## src/design/pip_pkg.sv

```systemverilog
package pip_pkg;

    // One stored polygon vertex or one test point, signed Q8.22 latitude and Q9.22 longitude degrees
    typedef struct packed {
        logic signed [29:0] lat;
        logic signed [30:0] lon;
    } vertex_t;

    // Item travelling down the chain of edge cells
    typedef struct packed {
        logic        valid;
        logic        is_point;
        logic [5:0]  slot;
        logic [15:0] tag;
        vertex_t     pt;
        vertex_t     prev;
        vertex_t     first;
        vertex_t     last;
        logic        parity;
    } item_t;

    // Cross-products of one edge test, held between the two halves of a cell
    typedef struct packed {
        logic               en;
        logic               d_pos;
        logic signed [62:0] lhs;
        logic signed [62:0] rhs;
    } xprod_t;

    localparam logic MODE_WRITE = 1'b0;
    localparam logic MODE_TEST  = 1'b1;

    // Form both cross-products for the edge from vi to vj against point pt
    function automatic xprod_t edge_prod(input vertex_t pt, input vertex_t vi,
                                         input vertex_t vj);
        logic signed [31:0] d_lon;
        logic signed [31:0] p_lon;
        logic signed [30:0] d_lat;
        logic signed [30:0] p_lat;
        xprod_t             r;
        d_lon   = 32'($signed(vj.lon)) - 32'($signed(vi.lon));
        p_lon   = 32'($signed(pt.lon)) - 32'($signed(vi.lon));
        d_lat   = 31'($signed(vj.lat)) - 31'($signed(vi.lat));
        p_lat   = 31'($signed(pt.lat)) - 31'($signed(vi.lat));
        r.en    = ($signed(vi.lon) > $signed(pt.lon)) != ($signed(vj.lon) > $signed(pt.lon));
        r.d_pos = (d_lon > 32'sd0);
        r.lhs   = p_lat * d_lon;
        r.rhs   = d_lat * p_lon;
        return r;
    endfunction

    // Decide whether the point lies below the crossing, sign-aware
    function automatic logic cross_hit(input xprod_t x);
        logic hit;
        if (x.d_pos)
        begin
            hit = ($signed(x.lhs) < $signed(x.rhs));
        end
        else
        begin
            hit = ($signed(x.lhs) > $signed(x.rhs));
        end
        return x.en & hit;
    endfunction

endpackage

```

## src/design/pip_cell.sv

```systemverilog
module pip_cell
    import pip_pkg::*;
#(
    parameter int K = 0
)
(
    input  logic        clk,
    input  logic        rst_n,
    input  logic [6:0]  n_eff,
    input  item_t       in_item,
    output item_t       out_item
);

    localparam logic HAS_EDGE = (K >= 1);

    vertex_t vtx_reg;
    item_t   a_item_reg;
    item_t   a_item_next;
    xprod_t  xp_reg;
    xprod_t  xp_next;
    item_t   b_item_reg;
    item_t   b_item_next;
    logic    in_range;
    logic    is_last;
    logic    wr_hit;

    assign in_range = (K < int'(n_eff));
    assign is_last  = (K == int'(n_eff) - 1);
    assign wr_hit   = in_item.valid && (in_item.is_point == MODE_WRITE)
                      && (int'(in_item.slot) == K);

    // Store this cell's vertex when a write item for its slot passes
    always_ff @(posedge clk)
    begin
        if (wr_hit)
        begin
            vtx_reg <= in_item.pt;
        end
    end

    // First half: record this cell's vertex in the item and form the cross-products
    always_comb
    begin
        a_item_next = in_item;
        xp_next     = edge_prod(in_item.pt, vtx_reg, in_item.prev);
        xp_next.en  = xp_next.en && HAS_EDGE && in_range
                      && in_item.valid && (in_item.is_point == MODE_TEST);
        if (in_item.is_point == MODE_TEST)
        begin
            a_item_next.prev = vtx_reg;
            if (K == 0)
            begin
                a_item_next.first = vtx_reg;
            end
            if (is_last)
            begin
                a_item_next.last = vtx_reg;
            end
        end
    end

    // Second half: toggle parity on a crossing
    always_comb
    begin
        b_item_next        = a_item_reg;
        b_item_next.parity = a_item_reg.parity ^ cross_hit(xp_reg);
    end

    // Advance items; reset drops only the valid flags
    always_ff @(posedge clk or negedge rst_n)
    begin
        if (!rst_n)
        begin
            a_item_reg.valid <= 1'b0;
            b_item_reg.valid <= 1'b0;
        end
        else
        begin
            a_item_reg <= a_item_next;
            xp_reg     <= xp_next;
            b_item_reg <= b_item_next;
        end
    end

    assign out_item = b_item_reg;

endmodule

```

## config.mk

```make
export PLATFORM = sky130hd
export DESIGN_NAME = pip_cell
export DESIGN_NICKNAME = d
export VERILOG_FILES = /design/src/design/pip_pkg.sv /design/src/design/pip_cell.sv
export SDC_FILE = /design/constraint.sdc
export NUM_CORES = 1
export LEC_CHECK = 0
export ABC_AREA = 1
export BUFFER_PORTS_ARGS = -buffer_cell sky130_fd_sc_hd__buf_4
export CORE_AREA = 8 8 205 207
export DETAILED_ROUTE_END_ITERATION = 6
export DIE_AREA = 0 0 213 215
export PLACE_DENSITY = 0.77
export RECOVER_POWER = 50
export SYNTH_ARGS = -nofsm -noshare
export SYNTH_HDL_FRONTEND = slang
export SYNTH_SLANG_ARGS = --single-unit
```

## constraint.sdc

```tcl
create_clock -name clk -period 1.7 [get_ports clk]
set_input_delay 0.34 -clock clk [delete_from_list [all_inputs] [get_ports clk]]
set_output_delay 0.34 -clock clk [all_outputs]
set_load 0.05 [all_outputs]
```

==> metrics.yaml <==
detailed_routing:
  drtPass1Iterations: 5
  drt_iter0_drc: 1064
  vias: 12980
  ant_nets: 0
  wl_per_cell_um: 23.87
  drc_errors: 0
  wirelength_um: 59660
  viasPerCell: 5.193
global_routing:
  grt_pass1_wl_um: 86320
  grt-ovfl-total: 0
  grt_usage_pct: 25.46
  grt_max_degree: 67
  antenna_found_initial: 4
  grt_pass1_vias: 13760
synth:
  synth_area_um2: 20200
  synth_cell_type_count: 15
  ys_seq_area_share_pct: 89.02
  synth-edff-count: 597
  synth_seq_cells: 599
  yosysWarningCount: 0
  synth_commonest_cells: "edfxtp_1 (597), nand2_1 (432), nand3_1 (62)"
  synth_nets: 1423
  synth_top_area_share_pct: 88.77
  synth_area_leader_cell: "edfxtp_1"
  netlist_instances: 1145
  synth_most_common_cell: "edfxtp_1"
  async_flop_share_pct: 0.3339
  ys.flop_type: "edfxtp_1"
  avgSynthCellArea_um2: 17.64
  netlist_top_cells_area: "edfxtp_1 (89%), nand2_1 (8.0%), nand3_1 (1.5%)"
sta:
  setup_viol: 0
  maxSlewViolCount: 0
  hold_viol: 0
  min_period_ns: 1.607
  setup_ws_ns: 0.09257
  relSlewSlack_pct: 23.74
  setup-tns-final_ns: 0
  rsz0062_at_grt: "no"
  worstMarginPinSlew_ns: 1.144
  post-route-period-util_pct: 94.55
  clock_skew_ns: 0.01367
  max_freq_mhz: 622.1
placement:
  dp.cells: 2240
  placed_area_um2: 25480
  port_buffers: 546
  pre_cts_ws_ns: 0.1118
  dp_hpwl_um: 39630
  globalplace.congestion: 0.8608
min_path:
  min_path_type: "input pin to register"
  worstHoldPathCells: 3
  worstHoldEndpoint: "a_item_reg[180]$_DFFE_PP_"
  hp-start: "in_item[180]"
flow_run:
  maxCapViolations: 0
worst_setup_path:
  reg2reg_to: "a_item_reg[172]$_DFFE_PP_"
  cp_num_buf_inv: 1
  critPathKind: "register to output port"
  critPathMaxFanout: 1
  critical_path.top_delay_family: "flip-flops"
  slowest_delay_ns: 0.44
  worst-r2r-cell-count: 2
  crit_slowest_cell: "edfxtp_1"
  path_cells: "buf_4"
  critPathRequiredTime_ns: 1.36
  worstPathArrival_ns: 1.27
  worstSetupStartpointType: "register"
  end_kind: "output port"
  reg2reg_from: "vtx_reg[49]$_DFFE_PP_"
  reg2reg_slack_ns: 0.74
clock_tree:
  cts_inserted_buffers: 57
  path_clk_slew_ns: 0.06
  clock-sinks: 599
  cts-root-buf: "clkbuf_16"
  cts_tree: "yes"
  cts_buffer_depth: 3
  ctsHtreeMaxLevel: 2
  clock_latency_ns: 0.60
  cts.repair.resized: 0
power_and_ir_drop:
  power_density_nw_per_um2: 1180
  p_leak_uw: 0.01162
  ir_drop_v: 0.001053
  power.total_uw: 33550
die:
  fp.coreArea_um2: 39000
  die-area_um2: 45800
  die_w_um: 213
  io_pins: 547
  start_util_pct: 51.78
  die_h_um: 215
  rows: 73
cells_and_area:
  stdcell_count: 2499
  area_growth_syn_to_layout_pct: 40.79
  final_area_um2: 28430
  fill_cells: 2222
  drive_gt1_share_pct: 32.28
  final_nets: 2200
run_status:
  status: "complete, no violations"
## cells in the final DEF (no fill, tap or decap)
cell type,n
buf_4,480
nand3_1,61
inv_6,2
nand3_4,1
clkbuf_2,9
inv_8,1
clkbuf_16,59
nor2_4,3
clkinvlp_4,1
edfxtp_1,597
diode_2,4
clkbuf_4,48
buf_12,11
clkbuf_1,70
bufinv_16,5
dfrtp_1,2
nand2_1,432
nand2_4,1
dlygate4sd3_1,148
clkinv_1,17
inv_2,1
inv_1,4
nor2_1,3
clkinv_2,14
## worst max path at each step
| stage | startpoint | end | slack (ns) | cells past startpoint |
|---|---|---|---|---|
| 3_3_place_gp | in_item[262] | vtx_reg[14]$_DFFE_PP_ | 0.16 | 5 |
| 6_report | out_item[229]$_DFFE_PP_ | out_item[229] | 0.09 | 1 |
| 3_5_place_dp | n_eff[1] | a_item_reg[31]$_DFFE_PP_ | 0.11 | 7 |
| 5_1_grt | out_item[229]$_DFFE_PP_ | out_item[229] | 0.05 | 1 |
| 4_1_cts | out_item[56]$_DFFE_PP_ | out_item[56] | 0.1 | 1 |
| 2_1_floorplan | in_item[267] | vtx_reg[0]$_DFFE_PP_ | -0.34 | 5 |
## power breakdown
group / total (µW) / leakage [µW] / switching (µW) / internal [µW]
clock: 12400 / 0.000899 / 5370 / 7080
combinational: 3600 / 0.00487 / 2390 / 1220
sequential: 17500 / 0.00584 / 277 / 17200
total: 33500 / 0.0116 / 8030 / 25500
## per-stage QoR
step                hold slack (ns)  utilization (%)
floorplan                   0.04441                -
global placement             0.3365            65.33
detailed placement           0.3479            65.33
CTS                       0.0001470            73.76
global route               0.004623            72.90
finish                      0.01307            72.90
## layer usage
metal / up-vias / global-route usage [%] / wire, µm
met5: - / 0 / 0
met4: 0 / 11.71 / 2966
met3: 165 / 6.025 / 5354
met2: 757 / 46.20 / 31800
met1: 6360 / 27.65 / 19530
li1: 5695 / - / -
## cell type report
type | instances | area [µm²] | share of cell area [%]
Sequential cell | 599 | 17980 | 63.23
Timing Repair Buffer | 756 | 5936 | 20.88
Multi-Input combinational cell | 501 | 2001 | 7.036
Clock buffer | 69 | 1514 | 5.325
Tap cell | 525 | 656.9 | 2.310
Clock inverter | 38 | 305.3 | 1.074
Inverter | 7 | 33.78 | 0.1188
Antenna cell | 4 | 10.01 | 0.03520
## cell families (layout without fill, tap and decap cells)
family / count (synthesis) / after routing / share of synthesized area, %
buffers and inverters: 45 / 870 / 1.202
DFF: 599 / 599 / 89.02
other: 0 / 4 / 0
and+or+nand+nor: 501 / 501 / 9.783
## timing repair
action	in CTS	in global routing
hold endpoints to repair	208	1
setup buffers	0	0
hold buffers	147	1
No activity file was read; power rests on OpenSTA's default activity.
